==> config.mk <==
export PLATFORM = sky130hd
export DESIGN_NAME = plt_ctrl
export DESIGN_NICKNAME = d
export VERILOG_FILES = /design/src/hw/rtl/plt_pkg.sv /design/src/hw/rtl/plt_ctrl.sv
export SDC_FILE = /design/constraint.sdc
export NUM_CORES = 1
export LEC_CHECK = 0
export BUFFER_PORTS_ARGS = -buffer_cell sky130_fd_sc_hd__buf_2
export CAP_MARGIN = 40
export CORE_UTILIZATION = 48
export DETAILED_ROUTE_END_ITERATION = 8
export GPL_ROUTABILITY_DRIVEN = 0
export PLACE_DENSITY = 0.84
export SLEW_MARGIN = 10
export SYNTH_ARGS = -nofsm -noshare
export SYNTH_HDL_FRONTEND = slang
export SYNTH_SLANG_ARGS = --single-unit
==> constraint.sdc <==
create_clock -name clk_i -period 1.6 [get_ports clk_i]
set_input_delay 0.32 -clock clk_i [delete_from_list [all_inputs] [get_ports clk_i]]
set_output_delay 0.32 -clock clk_i [all_outputs]
set_load 0.005 [all_outputs]
==> src/hw/rtl/plt_pkg.sv <==
`timescale 1ns / 1ps
// ----------------------------------------------------------------------------
// plt_pkg
// Shared types and constants of the peer liveness table.
// ----------------------------------------------------------------------------
package plt_pkg;

  localparam int unsigned NumEntriesDef = 32;

  localparam int unsigned MacW   = 48;
  localparam int unsigned NameW  = 64;
  localparam int unsigned EtypeW = 16;
  localparam int unsigned BeatW  = 32;
  localparam int unsigned WinW   = 8;
  localparam int unsigned KindW  = 4;
  localparam int unsigned CfgIdxW  = 2;
  localparam int unsigned CfgDataW = 48;

  localparam logic [WinW-1:0] LiveWindowRst = 8'd15;

  typedef enum logic [1:0] {
    CMD_TICK   = 2'd0,
    CMD_FRAME  = 2'd1,
    CMD_LOOKUP = 2'd2,
    CMD_LIST   = 2'd3
  } cmd_e;

  typedef enum logic [1:0] {
    FK_START     = 2'd0,
    FK_HEARTBEAT = 2'd1,
    FK_TALK      = 2'd2,
    FK_OTHER     = 2'd3
  } frame_kind_e;

  typedef enum logic [KindW-1:0] {
    KIND_IGNORED    = 4'd0,
    KIND_REFRESHED  = 4'd1,
    KIND_ADDED      = 4'd2,
    KIND_ADDED_REPLY = 4'd3,
    KIND_FULL       = 4'd4,
    KIND_FOUND      = 4'd5,
    KIND_MISS       = 4'd6,
    KIND_LIST_ENTRY = 4'd7,
    KIND_LIST_EMPTY = 4'd8
  } kind_e;

  typedef enum logic [CfgIdxW-1:0] {
    REG_OWN_MAC     = 2'd0,
    REG_ETHERTYPE   = 2'd1,
    REG_LIVE_WINDOW = 2'd2
  } reg_e;

  typedef enum logic [1:0] {
    SCAN_HEARTBEAT,
    SCAN_LOOKUP,
    SCAN_LIST
  } scan_mode_e;

  typedef enum logic [2:0] {
    EMIT_NONE,
    EMIT_IGNORED,
    EMIT_REFRESH,
    EMIT_FOUND,
    EMIT_MISS,
    EMIT_LIST_PUSH,
    EMIT_LIST_END,
    EMIT_APPEND
  } emit_e;

  typedef struct packed {
    logic [NameW-1:0] name_hi;
    logic [NameW-1:0] name_lo;
    logic [MacW-1:0]  mac;
    logic [BeatW-1:0] beat;
  } entry_t;

  typedef struct packed {
    logic       tick;
    logic       latch;
    logic       rd_en;
    emit_e      emit;
  } dp_cmd_t;

  typedef struct packed {
    logic drop;
    logic is_hb;
    logic more;
    logic name_hit;
    logic live;
  } dp_stat_t;

endpackage

==> src/hw/rtl/plt_ctrl.sv <==
`timescale 1ns / 1ps
// ----------------------------------------------------------------------------
// plt_ctrl
// Sequencer: takes commands, walks the table one entry per cycle.
// ----------------------------------------------------------------------------
module plt_ctrl #(
  parameter int unsigned NumEntries = 32,
  localparam int unsigned CntW  = $clog2(NumEntries + 1),
  localparam int unsigned AddrW = (NumEntries > 1) ? $clog2(NumEntries) : 1
) (
  input  logic               clk_i,
  input  logic               rst_ni,
  input  logic               start_i,
  input  plt_pkg::cmd_e      cmd_i,
  output logic               busy_o,
  output plt_pkg::dp_cmd_t   dp_cmd_o,
  input  plt_pkg::dp_stat_t  stat_i,
  output logic [CntW-1:0]    scan_idx_o,
  output logic [AddrW-1:0]   chk_idx_o
);

  import plt_pkg::*;

  typedef enum logic [1:0] {
    ST_IDLE,
    ST_DECIDE,
    ST_SCAN,
    ST_APPEND
  } state_e;

  state_e           state_q, state_d;
  cmd_e             cmd_q, cmd_d;
  logic [CntW-1:0]  idx_q, idx_d;
  logic             chk_vld_q, chk_vld_d;
  logic [AddrW-1:0] chk_idx_q, chk_idx_d;
  scan_mode_e       mode;
  logic             hit;

  always_comb begin
    case (cmd_q)
      CMD_LOOKUP: mode = SCAN_LOOKUP;
      CMD_LIST:   mode = SCAN_LIST;
      default:    mode = SCAN_HEARTBEAT;
    endcase
  end

  always_comb begin
    case (mode)
      SCAN_HEARTBEAT: hit = stat_i.name_hit;
      SCAN_LOOKUP:    hit = stat_i.name_hit && stat_i.live;
      SCAN_LIST:      hit = stat_i.live;
      default:        hit = 1'b0;
    endcase
  end

  always_comb begin
    state_d   = state_q;
    cmd_d     = cmd_q;
    idx_d     = idx_q;
    chk_vld_d = 1'b0;
    chk_idx_d = chk_idx_q;
    dp_cmd_o  = '{tick: 1'b0, latch: 1'b0, rd_en: 1'b0, emit: EMIT_NONE};

    case (state_q)
      ST_IDLE: begin
        idx_d = '0;
        if (start_i) begin
          if (cmd_i == CMD_TICK) begin
            dp_cmd_o.tick = 1'b1;
          end else begin
            dp_cmd_o.latch = 1'b1;
            cmd_d          = cmd_i;
            state_d        = ST_DECIDE;
          end
        end
      end
      ST_DECIDE: begin
        case (cmd_q)
          CMD_FRAME: begin
            if (stat_i.drop) begin
              dp_cmd_o.emit = EMIT_IGNORED;
              state_d       = ST_IDLE;
            end else if (stat_i.is_hb) begin
              state_d = ST_SCAN;
            end else begin
              state_d = ST_APPEND;
            end
          end
          CMD_LOOKUP, CMD_LIST: state_d = ST_SCAN;
          default:              state_d = ST_IDLE;
        endcase
      end
      ST_SCAN: begin
        dp_cmd_o.rd_en = stat_i.more;
        chk_vld_d      = stat_i.more;
        chk_idx_d      = idx_q[AddrW-1:0];
        if (stat_i.more) begin
          idx_d = idx_q + CntW'(1);
        end
        if (chk_vld_q && hit) begin
          case (mode)
            SCAN_HEARTBEAT: begin
              dp_cmd_o.emit = EMIT_REFRESH;
              state_d       = ST_IDLE;
            end
            SCAN_LOOKUP: begin
              dp_cmd_o.emit = EMIT_FOUND;
              state_d       = ST_IDLE;
            end
            default: dp_cmd_o.emit = EMIT_LIST_PUSH;
          endcase
        end else if (!chk_vld_q && !stat_i.more) begin
          case (mode)
            SCAN_HEARTBEAT: state_d = ST_APPEND;
            SCAN_LOOKUP: begin
              dp_cmd_o.emit = EMIT_MISS;
              state_d       = ST_IDLE;
            end
            default: begin
              dp_cmd_o.emit = EMIT_LIST_END;
              state_d       = ST_IDLE;
            end
          endcase
        end
      end
      ST_APPEND: begin
        dp_cmd_o.emit = EMIT_APPEND;
        state_d       = ST_IDLE;
      end
      default: state_d = ST_IDLE;
    endcase
  end

  always_ff @(posedge clk_i or negedge rst_ni) begin
    if (!rst_ni) begin
      state_q   <= ST_IDLE;
      cmd_q     <= CMD_TICK;
      idx_q     <= '0;
      chk_vld_q <= 1'b0;
      chk_idx_q <= '0;
    end else begin
      state_q   <= state_d;
      cmd_q     <= cmd_d;
      idx_q     <= idx_d;
      chk_vld_q <= chk_vld_d;
      chk_idx_q <= chk_idx_d;
    end
  end

  assign busy_o     = (state_q != ST_IDLE);
  assign scan_idx_o = idx_q;
  assign chk_idx_o  = chk_idx_q;

endmodule

==> metrics.txt, run 1 <==
asr flop ratio synth 100%; Placed Area 971 um^2; dpl cells 120; CP arrival 1.32 ns; largest net degree at the start of global routing 17; Final setup viols 2; Leak 0.636 nW; hpwl dp 1290 um; Final Cell Area 0.00120 mm^2; cell internal pwr 1.14 mW; VDD IR-drop max 0.918 mV; number of global-route vias before repair 731; fin util 76.9%; Residual DRC 2; top_reg_cell synth dfrtp_1; Finished Layout Cells 138; startpoint types register; Std-Cell Rows 14; most common cell in the netlist dfrtp_1; detail-routed net length per standard cell 15.1 um; Clock Skew 0.000576 ns; total number of vias 795; Core ar. 0.00156 mm^2; PnR Total Power 1.84 mW; gr ovfl total 0; Post-DRT Antenna Nets 0; largest cells by area after synthesis dfrtp_1 49%, mux2_2 6.9%, nand2_1 3.7%, nand3_1 2.4%, nand3b_4 2.4%; Port Buf Inserts 27; Mapped Nets 88; clock buffer depth 2; logic gate share of total power 49.8%; H-tree Lvls 1; Top Ports 28; Final nets 134; post-synth top area share 48.9%; Yosys warning count 0; max cap viols 0; Post-Syn Instances 77; Tcrit/Tclk final 103%; CTS buffer count 3; share of power burned in registers 35.7%; post-synthesis sequential area ratio 48.9%; sw power 0.694 mW; first-pass GRT wire length 3140 um; Fin Hold WS 0.352 ns; TritonRoute pass-1 iters 6; FF+latch count, synth 16; die height 43.3 um; n_diodes 0; layout cells sized above 1 59.0%; Post-Place Setup Slack 0.195 ns; Slew Limit Headroom 77.1%; P&R area growth vs syn 46.3%; Vias/cell 5.76; setup TNS -0.0751 ns; Critical Path Fanout Max 6; Synth Area per Inst 10.6 um^2; Yosys cell types 34; clock network fraction of design power 14.5%; Pwr Density 1530 mW/mm^2; min-delay worst type in2reg; Synth area leader dfrtp_1; chip width 43.3 um; final hold vios 0; critical path type reg2out; Initial Util 52.6%; TritonCTS clock tree done; RSZ-0062 raised after global routing yes; # clock sinks 16; initial antenna violation count 0; max-slew violations 0; Total GRT Usage 23.0%; Worst Setup End Kind output port; Worst-Margin Slew 0.344 ns; fmax 0.610 GHz; Period minus WS final 1.64 ns; synthesized area 820 um^2; failing checks DRC, setup timing; DR iter-0 viols 23; commonest cells in the netlist 16 x dfrtp_1, 8 x nand2_1, 5 x mux2_2, 4 x nand3_1, 4 x nor2_1; Sw Share 37.8%; Post-synth EDFFs 0; Critical Path RT 1.28 ns; DIE AREA 0.00188 mm^2; CTS clk-pin slew, worst paths 0.09 ns; Total Wirelength 2090 um; Worst-Skew Late Latency 0.29 ns; clk root buf clkbuf_4; final worst slack -0.0405 ns; status complete, but fails checks
[layout make-up]
type                       count  area [um^2]
multi-input combinational     54          450
sequential                    16          407
inverter                       5         23.8
fill                         110          360
tap                           16         20.0
timing repair buffer          43          262
clock buffer                   4         36.3
[state kept, by name (all words and copies together), names as in the netlist]
register and cells:
chk_idx_o 5, state_q 2, scan_idx_o 6, cmd_q 2, chk_vld_q 1
[logic make-up after synthesis]
group                      after synthesis  synth area share [%]
muxes                                    7                  9.92
buffers and inverters                    7                  4.58
adders and majority gates                1                  1.53
DFF                                     16                  48.9
and+or+nand+nor                         25                  17.4
AOI/OAI and AO/OA                       21                  17.7
[layer usage]
metal | vias up | track usage [%] | share of wire, %
met2 | 27 | 37.6 | 51
met4 | 0 | 11.3 | 1.6
met3 | 6 | 4.68 | 5.1
met1 | 385 | 28.9 | 42
met5 | - | 0 | 0
li1 | 377 | - | -
[worst paths after layout]
| check | start | to | slack (ns) | cells past startpoint |
|---|---|---|---|---|
| min | start_i | cmd_q[1] | 0.35 | 3 |
| max reg2reg | state_q[0] | scan_idx_o[5] | 0.19 | 4 |
| max in group asynchronous | rst_ni | state_q[0] | 0.87 | 2 |
| min reg2reg | chk_idx_o[2] | chk_idx_o[2] | 0.51 | 1 |
| max | state_q[0] | dp_cmd_o[1] | -0.04 | 4 |
| min in group asynchronous | rst_ni | scan_idx_o[1] | 0.45 | 2 |
[critical path: stages (launching register included)]
cell and delay (ns):
dfrtp_2 0.50, a21oi_4 0.17, a31oi_4 0.05, o21a_1 0.19, buf_2 0.12
[cells in the final DEF, fill, tap and decap left out, types with 2 or more instances in the layout]
master and n:
nand2_1 7, nor2_1 3, nand3_1 4, and3_1 2, dfrtp_2 5, a21oi_1 2
dfrtp_1 11, mux2_2 5, buf_2 27, nand2_2 2, nor2_4 2, a31oi_4 2
o21ai_0 2, o31ai_1 2, clkbuf_4 3, inv_4 2, o32ai_1 2, buf_4 14
inv_1 2
[power by group through the flow]
stage               logic [mW]  clock network, mW  registers (mW)
floorplan                0.394                  0           0.604
global placement         0.557                  0           0.628
detailed placement       0.571                  0           0.635
CTS                      0.719              0.273           0.629
global route             0.980              0.292           0.676
finish                   0.914              0.267           0.655
[what timing repair did]
item | CTS | global route
hold buffers | 1 | 0
endpoints found under the hold margin | 16 | 0
endpoints found under the setup margin | 5 | 7
buffers inserted | 6 | 7
pin swaps | 2 | 6
resized for setup | 8 | 12
No activity file was read; power rests on OpenSTA's default activity.
==> run 2: changes to the inputs <==
--- a/config.mk
+++ b/config.mk
@@ -11,6 +11,7 @@
 export DETAILED_ROUTE_END_ITERATION = 8
 export GPL_ROUTABILITY_DRIVEN = 0
 export PLACE_DENSITY = 0.84
+export REMOVE_ABC_BUFFERS = 1
 export SLEW_MARGIN = 10
 export SYNTH_ARGS = -nofsm -noshare
 export SYNTH_HDL_FRONTEND = slang
==> run 2 against run 1 <==
Effect of this change:
- the run still ends with DRC, setup timing left
- sequential share of layout area shrank 0.59 points
- clock skew grew 0.0037 ns
- sequential power grew 3%
- clock power is essentially flat
- clock-buffer cell count is the same
- die area is the same
- first-iteration DRC count is the same
- critical path depth is the same
- flip-flop and latch count is the same
- critical path type unchanged
==> metrics.txt, run 2 (synthesized netlist as in run 1, its figures left out) <==
footprint of the multi-input gates 453 um^2; CTS buffer count 3; # clock sinks 16; CP cell instances a21oi_4 -> a31oi_4 -> o21a_1 -> buf_2; status complete, but fails checks; max cap viols 0; DIE AREA 0.00188 mm^2; Core ar. 0.00156 mm^2; TritonCTS clock tree done; chip width 43.3 um; RSZ-0062 raised after global routing yes; failing checks DRC, setup timing; critical path type reg2out; layout cells sized above 1 60.5%; Tcrit/Tclk final 104%; fmax 0.604 GHz; PnR Total Power 1.91 mW; gr ovfl total 0; Finished Layout Cells 140; final worst slack -0.0569 ns; Pwr Density 1570 mW/mm^2; R2R depth 7; Critical Path Source state_q[0]; Worst-Skew Late Latency 0.28 ns; n_diodes 0; total number of vias 844; Port Buf Inserts 27; max reg flops 6; Clock Skew 0.00429 ns; Critical Path Fanout Max 6; critical path depth in cells 4; min-delay worst type in2reg; Worst-Margin Slew 0.367 ns; CP Buf/Inv Count 1; Worst Setup End Kind output port; Total GRT Usage 24.6%; worst setup path endpoint dp_cmd_o[1]; CP peak stage delay 0.50 ns; Total Wirelength 2450 um; DR iter-0 viols 23; initial antenna violation count 0; register area 407 um^2; number of global-route vias before repair 755; Vias/cell 6.03; Post-DRT Antenna Nets 0; Final setup viols 2; Period minus WS final 1.66 ns; slowest library cell on the worst path dfrtp_2; P&R area growth vs syn 48.9%; Top Ports 28; r2r setup slk 0.15 ns; clock buffer depth 2; clk root buf clkbuf_4; Fill cells 103; first-pass GRT wire length 3350 um; RR Endpoint state_q[1]; most frequent cells in the layout 27 x buf_2, 15 x buf_4, 11 x dfrtp_1; largest net degree at the start of global routing 17; most frequent standard cell in the layout excluding fill and tap cells buf_2; Critical Path RT 1.28 ns; hpwl dp 1370 um; VDD IR-drop max 0.918 mV; Std-Cell Rows 14; H-tree Lvls 1; Residual DRC 4; worst reg2reg startpoint state_q[0]; CTS clk-pin slew, worst paths 0.09 ns; CP delay by family, top flip-flops; max-slew violations 0; TritonRoute pass-1 iters 6; Slew Limit Headroom 75.5%; startpoint types register; CP arrival 1.34 ns; dpl cells 119; final hold vios 0; detail-routed net length per standard cell 17.5 um; Initial Util 52.6%; Final nets 136; Leak 0.648 nW; Post-Place Setup Slack 0.201 ns; die height 43.3 um
-- run 2: area by class of cell --
cell class	instances	share of cell area [%]
clock buffers	4	2.97
inverters	5	1.95
multi-input cells	54	37.1
flip-flops and latches	16	33.3
well taps	16	1.64
repair buffers	45	23.0
-- run 2: worst reg2reg max path, stage by stage (launching register included) --
cell	delay (ns)
dfrtp_2	0.50
a21oi_4	0.18
a31oi_4	0.05
buf_4	0.14
buf_4	0.13
buf_4	0.13
buf_4	0.12
o32ai_1	0.11
-- run 2: repair_timing --
action	4_1_cts	5_1_grt
setup buffers	8	8
hold buffers	1	0
endpoints found under the setup margin	5	6
pin swaps	3	8
resized for setup	10	13
hold endpoints to repair	16	0
-- run 2: where the power goes --
group          leakage, nW  switching [mW]  internal [mW]
Combinational        0.419           0.450          0.520
Clock               0.0210           0.128          0.138
Sequential           0.208           0.165          0.508
Total                0.648           0.743           1.17
-- run 2: worst min-delay path by stage --
stage                        from           end  slack [ns]  depth (start not counted)
after floorplan            rst_ni  chk_idx_o[0]        0.02                          0
final                     start_i      cmd_q[1]        0.37                          3
after CTS                 start_i      cmd_q[1]        0.34                          3
after global routing      start_i      cmd_q[1]        0.37                          3
after global placement     rst_ni  chk_idx_o[4]        0.25                          1
after detailed placement   rst_ni  chk_idx_o[4]        0.25                          1
-- run 2: metal layers --
layer  GRT usage, %  share of wire [%]
met3           3.40                5.7
met2           42.7                 51
met1           31.0                 39
met5              0                  0
met4           8.75                4.7
-- run 2: stage by stage --
step / hold WS (ns) / area, um^2 / util (%) / setup TNS [ns]
after floorplan: 0.0244 / 801 / - / 0
after global placement: 0.245 / 963 / 61.8 / 0
after detailed placement: 0.255 / 963 / 61.8 / 0
after CTS: 0.342 / 1100 / 70.7 / -0.0168
after global routing: 0.370 / 1220 / 78.3 / -0.237
final: 0.365 / 1220 / 78.3 / -0.109
